[config.mk]
export PLATFORM = sky130hd
export DESIGN_NAME = reply_frame_builder_top_flat
export DESIGN_NICKNAME = d
export VERILOG_FILES = /design/src/hdl/rfb_pkg.sv /design/src/hdl/rfb_if.sv /design/src/hdl/reply_frame_builder_top.sv /design/src/hdl/rfb_front.sv /design/src/hdl/rfb_queue.sv /design/src/hdl/rfb_back.sv /design/src/flat_wrapper.sv
export VERILOG_INCLUDE_DIRS = /design/src /design/src/hdl
export SDC_FILE = /design/constraint.sdc
export NUM_CORES = 1
export LEC_CHECK = 0
export BUFFER_PORTS_ARGS = -buffer_cell sky130_fd_sc_hd__clkbuf_2
export CORE_MARGIN = 2
export CORE_UTILIZATION = 52
export CTS_CLUSTER_DIAMETER = 30
export DETAILED_ROUTE_END_ITERATION = 8
export PLACE_DENSITY = 0.83
export SLEW_MARGIN = 20
export SYNTH_ARGS = -nofsm -noshare
export SYNTH_HDL_FRONTEND = slang
export SYNTH_SLANG_ARGS = --single-unit
[constraint.sdc]
create_clock -name clk_i -period 4.02 [get_ports clk_i]
set_input_delay 0.603 -clock clk_i [delete_from_list [all_inputs] [get_ports clk_i]]
set_output_delay 0.603 -clock clk_i [all_outputs]
set_load 0.01 [all_outputs]
[src/hdl/assert_macros.svh]
// Assertion macros shared by the front end and queue modules of the reply frame builder.
`ifndef ASSERT_MACROS_SVH
`define ASSERT_MACROS_SVH

// Same-cycle implication, off while reset is low.
`define ASSERT_IMPLY(label, clk, rst_n, ante, cons) \
  label: assert property (@(posedge clk) disable iff (!(rst_n)) (ante) |-> (cons)) \
    else $error("implication check failed");

// Next-cycle implication, off while reset is low.
`define ASSERT_NEXT(label, clk, rst_n, ante, cons) \
  label: assert property (@(posedge clk) disable iff (!(rst_n)) (ante) |=> (cons)) \
    else $error("next-cycle check failed");

`endif

[src/hdl/rfb_pkg.sv]
// Types and constants of the reply frame builder.
package rfb_pkg;

  localparam int CNT_W = 3;          // holds a repeat count of up to 7
  localparam int QUEUE_DEPTH = 2;

  localparam logic [7:0] START_RESET = 8'h40;
  localparam logic [7:0] END_RESET   = 8'h23;
  localparam logic [7:0] SEP_RESET   = 8'h3E;
  localparam logic [7:0] LINE_FEED   = 8'h0A;
  localparam logic [7:0] ALL_ONES    = 8'hFF;
  localparam logic [7:0] SPLIT_TAIL  = 8'h01;

  typedef enum logic [1:0] {
    REG_START = 2'd0,
    REG_END   = 2'd1,
    REG_SEP   = 2'd2,
    REG_MODE  = 2'd3
  } reg_addr_e;

  typedef enum logic [5:0] {
    PH_OPEN = 6'b000001,
    PH_DATA = 6'b000010,
    PH_SEP  = 6'b000100,
    PH_CS   = 6'b001000,
    PH_TAIL = 6'b010000,
    PH_CLOSE = 6'b100000
  } phase_e;

  typedef struct packed {
    logic [7:0] start_char;
    logic [7:0] end_char;
    logic [7:0] sep_char;
    logic       checked;
  } cfg_t;

  // One classified input item, ready for the emitter.
  typedef struct packed {
    logic [7:0]       data_byte;
    logic             checked;
    logic [CNT_W-1:0] n_open;
    logic [CNT_W-1:0] n_close;
    logic [7:0]       cs;
    logic             cs_zero;
    logic             cs_split;
  } job_t;

endpackage

[src/hdl/rfb_if.sv]
// Stream interfaces of the reply frame builder: payload in, framed bytes out.
interface rfb_in_if;
  logic       valid;
  logic       ready;
  logic [7:0] data_byte;
  logic       is_last;
  modport source (output valid, output data_byte, output is_last, input ready);
  modport sink (input valid, input data_byte, input is_last, output ready);
endinterface

interface rfb_out_if;
  logic       valid;
  logic       ready;
  logic [7:0] out_byte;
  logic       run_end;
  modport source (output valid, output out_byte, output run_end, input ready);
  modport sink (input valid, input out_byte, input run_end, output ready);
endinterface

[src/hdl/reply_frame_builder_top.sv]
// Top level of the reply frame builder: register port, front end, queue, emitter.
//
// Usage: payload bytes enter on in_chan (data_byte, is_last), one per transfer.
// Framed bytes leave on out_chan (out_byte, run_end); run_end marks the last
// byte caused by one input transfer. Both channels transfer on valid and ready.
// The APB port writes start_char, end_char, sep_char and checked_mode at byte
// addresses 0, 4, 8 and 12; write them only while the block is idle.
// Each item's transfer is registered in the job queue, and its first output byte
// then in the output register. The emitter gives one output byte per cycle
// while the receiver does not stall; an item makes one byte for a body byte,
// up to 2*START_STOP_COUNT+4 at the frame ends. A plain body byte sustains
// one item per cycle while the receiver does not stall.
// Reset clears the registers to '@', '#', '>' and plain mode, closes any open
// frame and empties the two-entry job queue.
// When the receiver stalls, the output register holds its byte, the emitter
// stops, and in_chan.ready drops once the job queue is full.
module reply_frame_builder_top #(
  parameter int START_STOP_COUNT = 2
) (
  input  logic        clk_i,
  input  logic        rst_ni,
  rfb_in_if.sink      in_chan,
  rfb_out_if.source   out_chan,
  input  logic        psel,
  input  logic        penable,
  input  logic        pwrite,
  input  logic [3:0]  paddr,
  input  logic [31:0] pwdata,
  output logic [31:0] prdata,
  output logic        pready
);
  import rfb_pkg::*;

  cfg_t      cfg_q;
  reg_addr_e reg_sel;
  logic      cfg_write;
  logic      push, full, pop, job_valid;
  job_t      job_in, job_out;

  assign pready    = 1'b1;
  assign reg_sel   = reg_addr_e'(paddr[3:2]);
  assign cfg_write = psel && penable && pwrite;

  always_ff @(posedge clk_i or negedge rst_ni) begin
    if (!rst_ni) begin
      cfg_q.start_char <= START_RESET;
      cfg_q.end_char   <= END_RESET;
      cfg_q.sep_char   <= SEP_RESET;
      cfg_q.checked    <= 1'b0;
    end else if (cfg_write) begin
      unique case (reg_sel)
        REG_START: cfg_q.start_char <= pwdata[7:0];
        REG_END:   cfg_q.end_char   <= pwdata[7:0];
        REG_SEP:   cfg_q.sep_char   <= pwdata[7:0];
        REG_MODE:  cfg_q.checked    <= pwdata[0];
        default:   cfg_q.checked    <= cfg_q.checked;
      endcase
    end
  end

  always_comb begin
    unique case (reg_sel)
      REG_START: prdata = {24'd0, cfg_q.start_char};
      REG_END:   prdata = {24'd0, cfg_q.end_char};
      REG_SEP:   prdata = {24'd0, cfg_q.sep_char};
      REG_MODE:  prdata = {31'd0, cfg_q.checked};
      default:   prdata = 32'd0;
    endcase
  end

  rfb_front #(
    .START_STOP_COUNT(START_STOP_COUNT)
  ) u_front (
    .clk_i   (clk_i),
    .rst_ni  (rst_ni),
    .in_chan (in_chan),
    .cfg_i   (cfg_q),
    .full_i  (full),
    .push_o  (push),
    .job_o   (job_in)
  );

  rfb_queue u_queue (
    .clk_i   (clk_i),
    .rst_ni  (rst_ni),
    .push_i  (push),
    .job_i   (job_in),
    .full_o  (full),
    .pop_i   (pop),
    .valid_o (job_valid),
    .job_o   (job_out)
  );

  rfb_back u_back (
    .clk_i    (clk_i),
    .rst_ni   (rst_ni),
    .cfg_i    (cfg_q),
    .valid_i  (job_valid),
    .job_i    (job_out),
    .pop_o    (pop),
    .out_chan (out_chan)
  );
endmodule

[src/hdl/rfb_front.sv]
// Front end: accepts payload bytes, tracks the frame and checksum, builds jobs.
`include "assert_macros.svh"
module rfb_front #(
  parameter int START_STOP_COUNT = 2
) (
  input  logic           clk_i,
  input  logic           rst_ni,
  rfb_in_if.sink         in_chan,
  input  rfb_pkg::cfg_t  cfg_i,
  input  logic           full_i,
  output logic           push_o,
  output rfb_pkg::job_t  job_o
);
  import rfb_pkg::*;

  logic [7:0]       sum_q, sum_d;
  logic             inside_q, inside_d;
  logic [CNT_W-1:0] reps;
  logic [7:0]       cs;

  assign in_chan.ready = !full_i;
  assign push_o = in_chan.valid && !full_i;

  always_comb begin
    reps = cfg_i.checked ? CNT_W'(START_STOP_COUNT) : CNT_W'(1);
    sum_d = (inside_q ? sum_q : 8'd0) + in_chan.data_byte;
    cs = 8'd0 - sum_d - cfg_i.sep_char;
    inside_d = !in_chan.is_last;

    job_o.data_byte = in_chan.data_byte;
    job_o.checked   = cfg_i.checked;
    job_o.n_open    = inside_q ? '0 : reps;
    job_o.n_close   = in_chan.is_last ? reps : '0;
    job_o.cs        = cs;
    job_o.cs_zero   = (cs == 8'd0);
    job_o.cs_split  = (cs == cfg_i.start_char) || (cs == cfg_i.end_char) ||
                      (cs == cfg_i.sep_char) || (cs == LINE_FEED) || (cs == ALL_ONES);
  end

  always_ff @(posedge clk_i or negedge rst_ni) begin
    if (!rst_ni) begin
      sum_q    <= 8'd0;
      inside_q <= 1'b0;
    end else if (push_o) begin
      sum_q    <= sum_d;
      inside_q <= inside_d;
    end
  end

  `ASSERT_NEXT(a_last_closes_frame, clk_i, rst_ni, push_o && in_chan.is_last, !inside_q)
  `ASSERT_NEXT(a_body_keeps_frame, clk_i, rst_ni, push_o && !in_chan.is_last, inside_q)
endmodule

[src/hdl/rfb_queue.sv]
// Two-entry job queue between the front end and the emitter.
`include "assert_macros.svh"
module rfb_queue (
  input  logic           clk_i,
  input  logic           rst_ni,
  input  logic           push_i,
  input  rfb_pkg::job_t  job_i,
  output logic           full_o,
  input  logic           pop_i,
  output logic           valid_o,
  output rfb_pkg::job_t  job_o
);
  import rfb_pkg::*;

  localparam int PTR_W = $clog2(QUEUE_DEPTH);
  localparam int CNT_QW = $clog2(QUEUE_DEPTH+1);

  job_t                   mem_q [QUEUE_DEPTH];
  logic [PTR_W-1:0]       wr_q, rd_q;
  logic [CNT_QW-1:0]      cnt_q;

  assign full_o  = (cnt_q == CNT_QW'(QUEUE_DEPTH));
  assign valid_o = (cnt_q != '0);
  assign job_o   = mem_q[rd_q];

  always_ff @(posedge clk_i) begin
    if (push_i) begin
      mem_q[wr_q] <= job_i;
    end
  end

  always_ff @(posedge clk_i or negedge rst_ni) begin
    if (!rst_ni) begin
      wr_q  <= '0;
      rd_q  <= '0;
      cnt_q <= '0;
    end else begin
      if (push_i) begin
        wr_q <= (wr_q == PTR_W'(QUEUE_DEPTH - 1)) ? '0 : wr_q + PTR_W'(1);
      end
      if (pop_i) begin
        rd_q <= (rd_q == PTR_W'(QUEUE_DEPTH - 1)) ? '0 : rd_q + PTR_W'(1);
      end
      case ({push_i, pop_i})
        2'b10:   cnt_q <= cnt_q + CNT_QW'(1);
        2'b01:   cnt_q <= cnt_q - CNT_QW'(1);
        default: cnt_q <= cnt_q;
      endcase
    end
  end

  `ASSERT_IMPLY(a_no_pop_empty, clk_i, rst_ni, pop_i, valid_o)
  `ASSERT_IMPLY(a_no_push_full, clk_i, rst_ni, push_i, !full_o)
endmodule

[src/hdl/rfb_back.sv]
// Emitter: walks one job through its framing bytes into the output register.
module rfb_back (
  input  logic           clk_i,
  input  logic           rst_ni,
  input  rfb_pkg::cfg_t  cfg_i,
  input  logic           valid_i,
  input  rfb_pkg::job_t  job_i,
  output logic           pop_o,
  rfb_out_if.source      out_chan
);
  import rfb_pkg::*;

  phase_e           phase_q, phase_d, cur_phase;
  logic [CNT_W-1:0] cnt_q, cnt_d, cur_cnt, cnt_inc;
  logic             fresh_q;
  logic             out_valid_q;
  logic [7:0]       out_byte_q, byte_d;
  logic             run_end_q;
  logic             emit, done;

  assign emit  = valid_i && (!out_valid_q || out_chan.ready);
  assign pop_o = emit && done;

  assign out_chan.valid    = out_valid_q;
  assign out_chan.out_byte = out_byte_q;
  assign out_chan.run_end  = run_end_q;

  always_comb begin
    cur_phase = fresh_q ? ((job_i.n_open != '0) ? PH_OPEN : PH_DATA) : phase_q;
    cur_cnt   = fresh_q ? '0 : cnt_q;
    cnt_inc   = cur_cnt + CNT_W'(1);
    byte_d    = job_i.data_byte;
    phase_d   = cur_phase;
    cnt_d     = cur_cnt;
    done      = 1'b0;
    unique case (cur_phase)
      PH_OPEN: begin
        byte_d = cfg_i.start_char;
        if (cnt_inc == job_i.n_open) begin
          phase_d = PH_DATA;
          cnt_d   = '0;
        end else begin
          cnt_d = cnt_inc;
        end
      end
      PH_DATA: begin
        byte_d = job_i.data_byte;
        if (job_i.n_close == '0) begin
          done = 1'b1;
        end else begin
          phase_d = job_i.checked ? PH_SEP : PH_CLOSE;
        end
      end
      PH_SEP: begin
        byte_d  = cfg_i.sep_char;
        phase_d = job_i.cs_zero ? PH_CLOSE : PH_CS;
      end
      PH_CS: begin
        // escape a checksum that collides with a framing character
        byte_d  = job_i.cs_split ? job_i.cs - 8'd1 : job_i.cs;
        phase_d = job_i.cs_split ? PH_TAIL : PH_CLOSE;
      end
      PH_TAIL: begin
        byte_d  = SPLIT_TAIL;
        phase_d = PH_CLOSE;
      end
      PH_CLOSE: begin
        byte_d = cfg_i.end_char;
        if (cnt_inc == job_i.n_close) begin
          done  = 1'b1;
          cnt_d = '0;
        end else begin
          cnt_d = cnt_inc;
        end
      end
      default: begin
        byte_d = job_i.data_byte;
        done   = 1'b1;
      end
    endcase
  end

  always_ff @(posedge clk_i or negedge rst_ni) begin
    if (!rst_ni) begin
      phase_q     <= PH_DATA;
      cnt_q       <= '0;
      fresh_q     <= 1'b1;
      out_valid_q <= 1'b0;
    end else begin
      if (emit) begin
        phase_q     <= phase_d;
        cnt_q       <= cnt_d;
        fresh_q     <= done;
        out_valid_q <= 1'b1;
      end else if (out_chan.ready) begin
        out_valid_q <= 1'b0;
      end
    end
  end

  always_ff @(posedge clk_i) begin
    if (emit) begin
      out_byte_q <= byte_d;
      run_end_q  <= done;
    end
  end
endmodule

[src/flat_wrapper.sv]
// flat-port wrapper written by rule: the top's interface ports become plain ports
module reply_frame_builder_top_flat import rfb_pkg::*;
#(
  parameter int START_STOP_COUNT = 2
)
  (clk_i, rst_ni, psel, penable, pwrite, paddr, pwdata, prdata, pready, in_chan_valid, in_chan_data_byte, in_chan_is_last, in_chan_ready, out_chan_valid, out_chan_out_byte, out_chan_run_end, out_chan_ready);
  rfb_in_if in_chan_i ();
  rfb_out_if out_chan_i ();
  input  logic clk_i;
  input  logic rst_ni;
  input  logic psel;
  input  logic penable;
  input  logic pwrite;
  input  logic [3:0] paddr;
  input  logic [31:0] pwdata;
  output logic [31:0] prdata;
  output logic pready;
  input wire logic [$bits(in_chan_i.valid)-1:0] in_chan_valid;
  input wire logic [$bits(in_chan_i.data_byte)-1:0] in_chan_data_byte;
  input wire logic [$bits(in_chan_i.is_last)-1:0] in_chan_is_last;
  output wire logic [$bits(in_chan_i.ready)-1:0] in_chan_ready;
  output wire logic [$bits(out_chan_i.valid)-1:0] out_chan_valid;
  output wire logic [$bits(out_chan_i.out_byte)-1:0] out_chan_out_byte;
  output wire logic [$bits(out_chan_i.run_end)-1:0] out_chan_run_end;
  input wire logic [$bits(out_chan_i.ready)-1:0] out_chan_ready;
  assign in_chan_i.valid = in_chan_valid;
  assign in_chan_i.data_byte = in_chan_data_byte;
  assign in_chan_i.is_last = in_chan_is_last;
  assign in_chan_ready = in_chan_i.ready;
  assign out_chan_valid = out_chan_i.valid;
  assign out_chan_out_byte = out_chan_i.out_byte;
  assign out_chan_run_end = out_chan_i.run_end;
  assign out_chan_i.ready = out_chan_ready;
  reply_frame_builder_top #(.START_STOP_COUNT(START_STOP_COUNT)) u_core (.clk_i(clk_i), .rst_ni(rst_ni), .in_chan(in_chan_i), .out_chan(out_chan_i), .psel(psel), .penable(penable), .pwrite(pwrite), .paddr(paddr), .pwdata(pwdata), .prdata(prdata), .pready(pready));
endmodule
==> results of run 1 <==
==> Yosys cell counts, types with 5 or more instances <==
master / instances
edfxtp_1: 55
nand2_1: 44
dfrtp_1: 38
o21ai_0: 38
buf_4: 27
xnor2_1: 24
ha_1: 23
xor2_1: 23
mux2i_1: 22
mux2_2: 21
inv_1: 16
nor2b_1: 16
a21oi_1: 15
nor2_1: 15
a211oi_1: 11
a31oi_1: 11
dfstp_2: 11
nand3_1: 11
and2_1: 10
clkbuf_1: 10
nand2b_1: 8
a222oi_1: 7
nor3_1: 7
or3_1: 7
nor4_1: 6
a21o_1: 5
nor3b_1: 5
==> flip-flops by register name (all words and copies together), names as in the netlist, 2 cells and up <==
name                             cells
u_core.cfg_q                        25
u_core.u_queue.mem_q                46
u_core.u_back.cnt_q                  3
u_core.u_front.sum_q                 8
u_core.u_back.out_chan.out_byte      8
u_core.u_queue.cnt_q                 2
u_core.u_back.phase_q                6
==> cell type report <==
class,count,share of cell area
well taps,143,0.0258
multi-input cells,397,0.439
repair buffers,75,0.0670
clock buffers,10,0.0331
inverters,16,0.00867
flip-flops and latches,104,0.418
clock inverters,6,0.00849
==> routing by layer <==
metal,up-vias,global-route usage,part of all wire
li1,2050,-,-
met1,2180,0.284,0.38
met2,239,0.393,0.50
met3,53,0.0359,0.073
met4,0,0.123,0.040
met5,-,0,0
==> cells by family (layout without fill, tap and decap cells) <==
family	count (synthesis)	after routing	share of synthesized area
fa+ha+maj	25	25	0.0546
buf+inv	58	107	0.0540
other cells	2	25	0.00125
flops	104	104	0.481
xor+xnor	52	52	0.0858
compound gates	109	109	0.119
simple gates	142	142	0.124
mux	44	44	0.0798
==> power by group through the flow <==
| stage | logic (mW) | registers (mW) | clock network, mW |
|---|---|---|---|
| finish | 4.15 | 1.97 | 0.865 |
| global route | 4.46 | 2.01 | 0.920 |
| CTS | 3.79 | 1.96 | 0.873 |
| floorplan | 2.59 | 1.90 | 0 |
| detailed placement | 3.60 | 1.98 | 0 |
| global placement | 3.41 | 1.95 | 0 |
==> timing repair <==
item	CTS	global route
endpoints found under the setup margin	4	4
setup buffers	2	2
pin swaps	11	17
gates resized for setup	11	15
==> per-stage QoR <==
step	hold WS [ns]	instance area, um2	utilization
after global routing	0.248	6920	0.612
after detailed placement	0.464	6470	0.571
after CTS	0.225	6830	0.603
after floorplan	0.307	6140	-
after global placement	0.454	6470	0.571
final	0.216	6920	0.612
==> path summary, 6_finish.rpt <==
kind / from / to / slack [ns]
min: rst_ni / u_core.u_back.cnt_q[2] / 0.22
min reg2reg: u_core.u_front.sum_q[2] / u_core.u_front.sum_q[2] / 0.48
max in group asynchronous: rst_ni / u_core.cfg_q[3] / 2.93
max: u_core.u_front.inside_q / u_core.u_queue.mem_q[1][0] / -0.10
max reg2reg: u_core.u_front.inside_q / u_core.u_queue.mem_q[1][0] / -0.10
min in group clk_i: u_core.u_front.sum_q[2] / u_core.u_front.sum_q[2] / 0.48
==> results.md, run 1 <==
- Status: finished with violations
- Failing checks: setup timing
- Most used DFF post-synth: edfxtp_1
- Fin crit share: 1.03
- Most frequent CP cell: ha_4
- Critical Path Stages: 18
- Flops & latches, synth: 104
- Sequential fraction of the synthesis area: 0.481
- Post-DR wirelength/cell: 19.2 um
- Req. time, crit path: 4.11 ns
- Total Routing Usage GR: 0.231
- CTS H-tree lvls: 3
- Initial Utilization: 0.531
- Total die area: 12400 um2
- Initial antenna violation count: 0
- Worst vdd ir: 553 uV
- Area occupied by multi-input gates: 3040 um2
- Fillers: 864
- Crit path cell chain: and2_4 -> ha_4 -> fa_2 -> a21o_1 -> a21oi_2 -> o21bai_1 -> a21oi_1 -> xor2_1 -> ha_1 -> ha_4 -> nor3b_1 -> o21ai_1 -> buf_4 -> o2111ai_4 -> xnor2_1 -> nand4_1 -> o22ai_1 -> or3_4
- Die Ht: 111 um
- Worst slew pin tran: 1.14 ns
- Max FO, Critical Path: 6
- RSZ-0062 raised after global routing: true
- Slew headroom: 0.243
- Residual DRC count: 0
- CTS tree: done
- Synth Instances: 536
- Rows: 39
- Synth top area share: 0.275
- Layout Nets: 680
- Layout cells sized above 1: 0.257
- DRT Pass-1 Iters: 5
- Ys Warns: 0
- Final WS setup: -0.101 ns
- Area Growth Syn to Fin: 15.3%
- Reg power frac: 0.283
- Total of max-cap violations: 0
- Crit path largest cell delay: 0.42 ns
- Startpoint types: flip-flop
- Via count: 4522
- DP Wirelength: 10.1 mm
- Post-CTS Hold Buffers: 0
- Power per cell area: 1010 nW/um2
- Placement Setup Slack: -0.264 ns
- Clk pwr share: 0.124
- Final Skew: 0.0105 ns
- WP buf/inv: 1
- Top post-synthesis cells by area: edfxtp_1 (28%), dfrtp_1 (16%), dfstp_2 (4.8%)
- Hold Fails Final Rpt: 0
- Area leader, netlist: edfxtp_1
- Antenna Nets Post-Route: 0
- Clock Latency Late Sink: 0.35 ns
- Post-synth EDFFs: 55
- I/O pins: 96
- Average size of a mapped cell: 11.2 um2
- Worst setup EP type: flip-flop
- Clock root cell: clkbuf_16
- Placed Cells: 731
- Largest net degree at the start of global routing: 32
- Final setup vio count: 2
- First-pass GRT wire length: 22.5 mm
- Die W: 111 um
- Layout Cells excl Fill: 751
- Sw frac: 0.418
- Starting DRT DRC Count: 396
- Synth Cell Area: 6010 um2
- Crit path max-delay family: adder cells
- Commonest cells after routing, fill and taps aside: edfxtp_1 (55), nand2_1 (44), clkbuf_2 (44), dfrtp_1 (38), o21ai_0 (36)
- Total Negative Setup Slacks: -0.201 ns
- Sequential Area: 2890 um2
- Synth cell types: 57
- NetSw: 2.92 mW
- Routed WL: 14.4 mm
- Port buffer count: 44
- Power share of the combinational group: 0.594
- FF-to-FF path depth: 18
- Vias per std cell: 6.02
- Total grt overflow: 0
- GP Congestion: 0.896
- Hold Path Class: in2async
- Max Slew Vio Count: 0
- Max clock buf depth: 2
- Int Pwr: 4.06 mW
- F_max: 0.243 GHz
- Clock sink count: 104
- Crit Path Class: reg2reg
- Asr flop ratio synth: 0.471
- Worst EP arrival: 4.21 ns
- Diodes inserted: 0
- Number of global-route vias before repair: 4504
- Num CTS Buffers: 9
- Power Total: 6.98 mW
- Commonest non-fill, non-tap cell in the layout: edfxtp_1
- Clk slew on worst S/H paths: 0.07 ns
- Tmin final: 4.12 ns
- Slowest stage cell on the critical path: dfrtp_1
- Lkg Pwr: 2.84 nW
- Core Area: 11300 um2
Power figures use the tool's default switching activity.
==> inputs of run 2 (changes only) <==
==> constraint.sdc (replaced) <==
create_clock -name clk_i -period 4.02 [get_ports clk_i]
set_input_delay 0.804 -clock clk_i [delete_from_list [all_inputs] [get_ports clk_i]]
set_output_delay 0.804 -clock clk_i [all_outputs]
set_load 0.01 [all_outputs]
==> results.md, run 2 (same netlist as run 1, synthesis figures left out) <==
- Fin crit share: 1.02
- Commonest cells after routing, fill and taps aside: edfxtp_1 (55), nand2_1 (44), clkbuf_2 (44), buf_4 (38), dfrtp_1 (38)
- Final setup vio count: 2
- Hold Fails Final Rpt: 0
- Routed WL: 14.0 mm
- Slew headroom: 0.252
- Area Growth Syn to Fin: 16.1%
- Worst setup EP type: flip-flop
- Post-CTS Hold Buffers: 0
- Max clock buf depth: 2
- Critical Path Start: u_core.u_front.inside_q
- FF-to-FF path depth: 16
- Lkg Pwr: 2.87 nW
- CTS tree: done
- Crit path largest cell delay: 0.50 ns
- CTS H-tree lvls: 3
- DP Wirelength: 10.2 mm
- GP Congestion: 0.909
- Post-DR wirelength/cell: 18.4 um
- Max reg flops: 46
- Hold Path Class: in2async
- Largest net degree at the start of global routing: 38
- Starting DRT DRC Count: 418
- Power per cell area: 999 nW/um2
- Startpoint types: flip-flop
- Sequential Area: 2890 um2
- Layout cells sized above 1: 0.262
- Total Negative Setup Slacks: -0.168 ns
- Total Routing Usage GR: 0.233
- Clk slew on worst S/H paths: 0.07 ns
- Initial Utilization: 0.531
- Die Ht: 111 um
- Post-place instance area: 6550 um2
- Die W: 111 um
- Worst R2R Start: u_core.u_front.inside_q
- Worst vdd ir: 532 uV
- Crit path cell chain: and2_4 -> ha_4 -> fa_2 -> a21o_1 -> a21oi_2 -> o21bai_1 -> a21oi_1 -> xor2_1 -> ha_1 -> ha_4 -> or4b_4 -> o2111ai_4 -> buf_6 -> xor2_1 -> nor3_1 -> or3_4
- Num CTS Buffers: 9
- Reg with most FFs: u_core.u_queue.mem_q
- Slowest stage cell on the critical path: or4b_4
- Crit path max-delay family: adder cells
- Port buffer count: 44
- Post-layout util: 0.616
- Clock sink count: 104
- Worst setup endpoint: u_core.u_queue.mem_q[0][0]
- WP buf/inv: 1
- Antenna Nets Post-Route: 0
- Tmin final: 4.10 ns
- First-pass GRT wire length: 22.8 mm
- Final WS setup: -0.0840 ns
- Fillers: 883
- Critical Path Stages: 16
- I/O pins: 96
- Commonest non-fill, non-tap cell in the layout: edfxtp_1
- DRT Pass-1 Iters: 6
- Residual DRC count: 0
- Max FO, Critical Path: 6
- Total die area: 12400 um2
- Diodes inserted: 0
- Req. time, crit path: 4.12 ns
- Clock root cell: clkbuf_16
- Initial antenna violation count: 0
- Worst slew pin tran: 1.12 ns
- Via count: 4443
- Status: finished with violations
- Worst EP arrival: 4.20 ns
- Number of global-route vias before repair: 4648
- Clock Latency Late Sink: 0.36 ns
- Failing checks: setup timing
- Layout Nets: 690
- Final Skew: 0.00596 ns
- F_max: 0.244 GHz
- Register-to-register setup slack: -0.08 ns
- Post-route cell area: 6970 um2
- Vias per std cell: 5.84
- Total grt overflow: 0
- Biggest regs: u_core.u_queue.mem_q (46), u_core.cfg_q (25)
- Core Area: 11300 um2
- Rows: 39
- RSZ-0062 raised after global routing: true
- Max Slew Vio Count: 0
- Area occupied by multi-input gates: 3010 um2
- Total of max-cap violations: 0
- RR Endpoint: u_core.u_queue.mem_q[0][0]
- Crit Path Class: reg2reg
## run 2: cell count changes in the layout (fill, tap and decap cells not counted), sizes merged
cell      delta
clkbuf       -1
buf         +10
inv          +2
clkinvlp     +2
clkinv       -2
bufinv       -1
## run 2: layer usage
metal  track usage  share of wire  vias to the layer above
met4         0.114          0.040                        0
met5             0              0                        -
met1         0.278           0.41                     2196
met3        0.0408          0.048                       40
met2         0.408           0.50                      138
li1              -              -                     2069
## run 2: layout make-up
cell class / instances / share of cell area
clock buffer: 9 / 0.0323
clock inverter: 7 / 0.00898
inverter: 16 / 0.00862
multi-input combinational: 397 / 0.432
sequential: 104 / 0.415
tap: 143 / 0.0257
timing repair buffer: 85 / 0.0774
## run 2: metrics by stage
step | cells | total power [mW] | hold WS, ns | worst slack (ns)
2_1_floorplan | 559 | 4.49 | 0.442 | -0.0375
3_3_place_gp | 740 | 5.50 | 0.456 | -0.539
3_5_place_dp | 740 | 5.68 | 0.466 | -0.600
4_1_cts | 761 | 6.86 | 0.483 | 0.00243
5_1_grt | 761 | 7.38 | 0.511 | -0.227
6_report | 761 | 6.97 | 0.469 | -0.0840
## run 2: worst min path at each step
stage / start / end / slack [ns] / cells past startpoint
after global routing: rst_ni / u_core.u_back.out_chan.valid / 0.51 / 1
final: rst_ni / u_core.u_back.out_chan.valid / 0.47 / 1
after CTS: u_core.u_front.sum_q[5] / u_core.u_front.sum_q[5] / 0.48 / 2
after global placement: u_core.u_front.sum_q[0] / u_core.u_front.sum_q[0] / 0.46 / 2
after floorplan: u_core.u_front.sum_q[4] / u_core.u_front.sum_q[4] / 0.44 / 2
after detailed placement: u_core.u_front.sum_q[5] / u_core.u_front.sum_q[5] / 0.47 / 2
## run 2: repair_timing
action | CTS | global route
pin swaps | 4 | 6
cloned | 0 | 0
setup endpoints to repair | 4 | 6
setup buffers | 5 | 1
resized for setup | 16 | 1
## run 2: power by group
group	leakage [nW]	switching [mW]	internal (mW)
sequential	1.10	0.279	1.69
clock	0.136	0.417	0.431
combinational	1.64	2.21	1.94
## run 2: worst register-to-register path, delay by kind of cell (launching register included)
| family | cells | cell delay, ns |
|---|---|---|
| AO/OA/AOI/OAI | 5 | 0.76 |
| AND/OR/NAND/NOR | 4 | 1.07 |
| flip-flops | 1 | 0.42 |
| XOR/XNOR | 2 | 0.35 |
| buffers and inverters | 1 | 0.15 |
| adder cells (fa/ha/maj) | 4 | 1.08 |
==> inputs of run 3 (changes only) <==
--- a/config.mk
+++ b/config.mk
@@ -8,11 +8,12 @@
 export LEC_CHECK = 0
 export BUFFER_PORTS_ARGS = -buffer_cell sky130_fd_sc_hd__clkbuf_2
 export CORE_MARGIN = 2
-export CORE_UTILIZATION = 52
+export CORE_UTILIZATION = 53
 export CTS_CLUSTER_DIAMETER = 30
 export DETAILED_ROUTE_END_ITERATION = 8
-export PLACE_DENSITY = 0.83
+export PLACE_DENSITY = 0.84
 export SLEW_MARGIN = 20
 export SYNTH_ARGS = -nofsm -noshare
 export SYNTH_HDL_FRONTEND = slang
+export SYNTH_HIERARCHICAL = 1
 export SYNTH_SLANG_ARGS = --single-unit
==> results.md, run 3 <==
- Routed WL: 14.9 mm
- Post-DR wirelength/cell: 18.6 um
- Int Pwr: 4.60 mW
- Slew headroom: 0.471
- F_max: 0.226 GHz
- GP Congestion: 0.963
- Core Area: 12500 um2
- Sequential fraction of the synthesis area: 0.450
- Area leader, netlist: edfxtp_1
- Starting DRT DRC Count: 594
- Total of max-cap violations: 0
- Req. time, crit path: 4.11 ns
- Startpoint types: input port
- CTS H-tree lvls: 3
- Tmin final: 4.43 ns
- Synth Cell Area: 6700 um2
- Clk slew on worst S/H paths: 0.07 ns
- Total grt overflow: 0
- Vias per std cell: 5.82
- Worst slew pin tran: 0.788 ns
- Layout cells sized above 1: 0.349
- Clock Latency Late Sink: 0.35 ns
- Synth cell count leaders: edfxtp_1 (59), nand2_1 (40), dfrtp_1 (38)
- Die W: 116 um
- Total die area: 13600 um2
- Final WS setup: -0.413 ns
- Post-place instance area: 7050 um2
- Worst setup EP type: flip-flop
- Die Ht: 116 um
- Power per cell area: 1050 nW/um2
- Max FO, Critical Path: 6
- Fillers: 967
- Largest net degree at the start of global routing: 35
- Synth cell types: 85
- Max reg flops: 50
- Clock root cell: clkbuf_16
- Hold slack: 0.391 ns
- Area occupied by multi-input gates: 3370 um2
- Hold Path Class: in2async
- Synth top area share: 0.265
- Hold Fails Final Rpt: 0
- Commonest cells after routing, fill and taps aside: edfxtp_1 (59), clkbuf_2 (43), buf_4 (43), nand2_1 (39), dfrtp_1 (38)
- Rows: 41
- Commonest non-fill, non-tap cell in the layout: edfxtp_1
- Layout Nets: 703
- Top post-synthesis cells by area: edfxtp_1 (26%), dfrtp_1 (14%), mux2_2 (5.4%)
- Crit Path Class: in2reg
- Clock sink count: 108
- Number of global-route vias before repair: 4650
- Post-CTS Hold Buffers: 0
- Residual DRC count: 0
- Worst vdd ir: 679 uV
- Max Slew Vio Count: 0
- CTS tree: done
- Clk pwr share: 0.111
- Lkg Pwr: 3.16 nW
- Asr flop ratio synth: 0.454
- Total Routing Usage GR: 0.224
- Sequential Area: 3010 um2
- Most used DFF post-synth: edfxtp_1
- Sw frac: 0.416
- Synth Instances: 564
- NetSw: 3.27 mW
- Failing checks: setup timing
- Reg with most FFs: u_core/u_queue/mem_q
- Port buffer count: 44
- Num CTS Buffers: 9
- Final setup vio count: 4
- Count leader, synth: edfxtp_1
- Power share of the combinational group: 0.621
- Flops & latches, synth: 108
- Reg power frac: 0.268
- Worst EP arrival: 4.52 ns
- First-pass GRT wire length: 23.1 mm
- Status: finished with violations
- Via count: 4677
- Max clock buf depth: 2
- DRT Pass-1 Iters: 5
- I/O pins: 96
- Diodes inserted: 0
- Ys Warns: 6
- Fin crit share: 1.10
- Area Growth Syn to Fin: 12.3%
- Post-route cell area: 7520 um2
- Antenna Nets Post-Route: 0
- Final Skew: 0.00514 ns
- Biggest regs: u_core/u_queue/mem_q (50), u_core/cfg_q (25)
- Initial Utilization: 0.537
- Post-synth EDFFs: 59
- Initial antenna violation count: 0
- Average size of a mapped cell: 11.9 um2
- RSZ-0062 raised after global routing: true
- DP Wirelength: 10.7 mm
[run 3: changes by cell type in the layout (fill, tap and decap cells not counted), moves of 5 or more]
cell | before | now
mux2_4 | 0 | 19
mux2i_1 | 22 | 8
o21ai_0 | 37 | 25
mux2_2 | 21 | 32
nor2b_1 | 16 | 5
a211oi_1 | 11 | 3
nand3_1 | 11 | 3
xnor2_1 | 21 | 15
buf_4 | 38 | 43
nand2_1 | 44 | 39
xnor2_2 | 5 | 10
[run 3: final cells by class]
class                      instances  share of cell area
multi-input combinational        401               0.448
sequential                       108               0.400
timing repair buffer              88              0.0749
clock buffer                      11              0.0351
tap                              172              0.0286
inverter                          18             0.00899
clock inverter                     5             0.00416
[run 3: power groups by stage]
stage	Clock [mW]	Combinational (mW)	Sequential, mW
final	0.877	4.88	2.11
after global routing	0.933	5.24	2.15
after CTS	0.885	4.41	2.10
after detailed placement	0	4.23	2.12
after global placement	0	4.04	2.09
after floorplan	0	3.31	1.98
[run 3: path summary, 6_finish.rpt]
kind                                          from                    endpoint  slack, ns  cells past startpoint
hold / removal                              rst_ni         u_core/u_queue/rd_q       0.39                      1
setup reg to reg           u_core/u_front/inside_q  u_core/u_queue/mem_q[1][0]      -0.41                     17
min in group clk_i          u_core/u_back/cnt_q[1]      u_core/u_back/cnt_q[1]       0.48                      2
setup / recovery              in_chan_data_byte[0]  u_core/u_queue/mem_q[1][0]      -0.41                     17
max in group asynchronous                   rst_ni             u_core/cfg_q[5]       2.78                      2
hold reg to reg             u_core/u_back/cnt_q[1]      u_core/u_back/cnt_q[1]       0.48                      2
[run 3: metrics by stage]
step                TNS, ns   util  power (mW)  setup slack, ns  std cells
floorplan            -0.682      -        5.29           -0.341        588
global placement      -2.06  0.565        6.13           -0.613        779
detailed placement    -2.75  0.565        6.35           -0.713        779
CTS                  -0.770  0.594        7.39           -0.289        798
global route          -1.68  0.603        8.32           -0.527        803
finish                -1.16  0.603        7.87           -0.413        803
[run 3: what timing repair did]
item | CTS | global route
setup buffers | 3 | 5
gates resized for setup | 7 | 17
endpoints found under the setup margin | 4 | 4
pin swaps | 1 | 13
[run 3: per-layer routing]
layer	up-vias	global-route usage	share of wire
met5	-	0	0
li1	2115	-	-
met2	203	0.393	0.53
met3	36	0.0415	0.055
met1	2323	0.266	0.38
met4	0	0.107	0.029
[run 3: worst max-delay path: stages]
cell      delay, ns
clkbuf_8       0.12
ha_4           0.17
fa_2           0.37
a21o_2         0.21
a21oi_2        0.17
o21bai_1       0.08
a21oi_1        0.18
xor2_1         0.24
ha_1           0.31
ha_4           0.30
nor2b_2        0.04
a221o_1        0.35
a211o_4        0.37
xnor2_2        0.14
nand4_1        0.09
o22ai_1        0.09
or4_4          0.49
[run 3: cell families after synthesis]
family	after synthesis	synth area share
other	3	0.00168
DFF	108	0.450
AOI/OAI and AO/OA	100	0.109
xor gates and xnor gates	55	0.0858
buffers and inverters	79	0.0816
muxes	60	0.112
and+or+nand+nor	134	0.112
adders and majority gates	25	0.0490
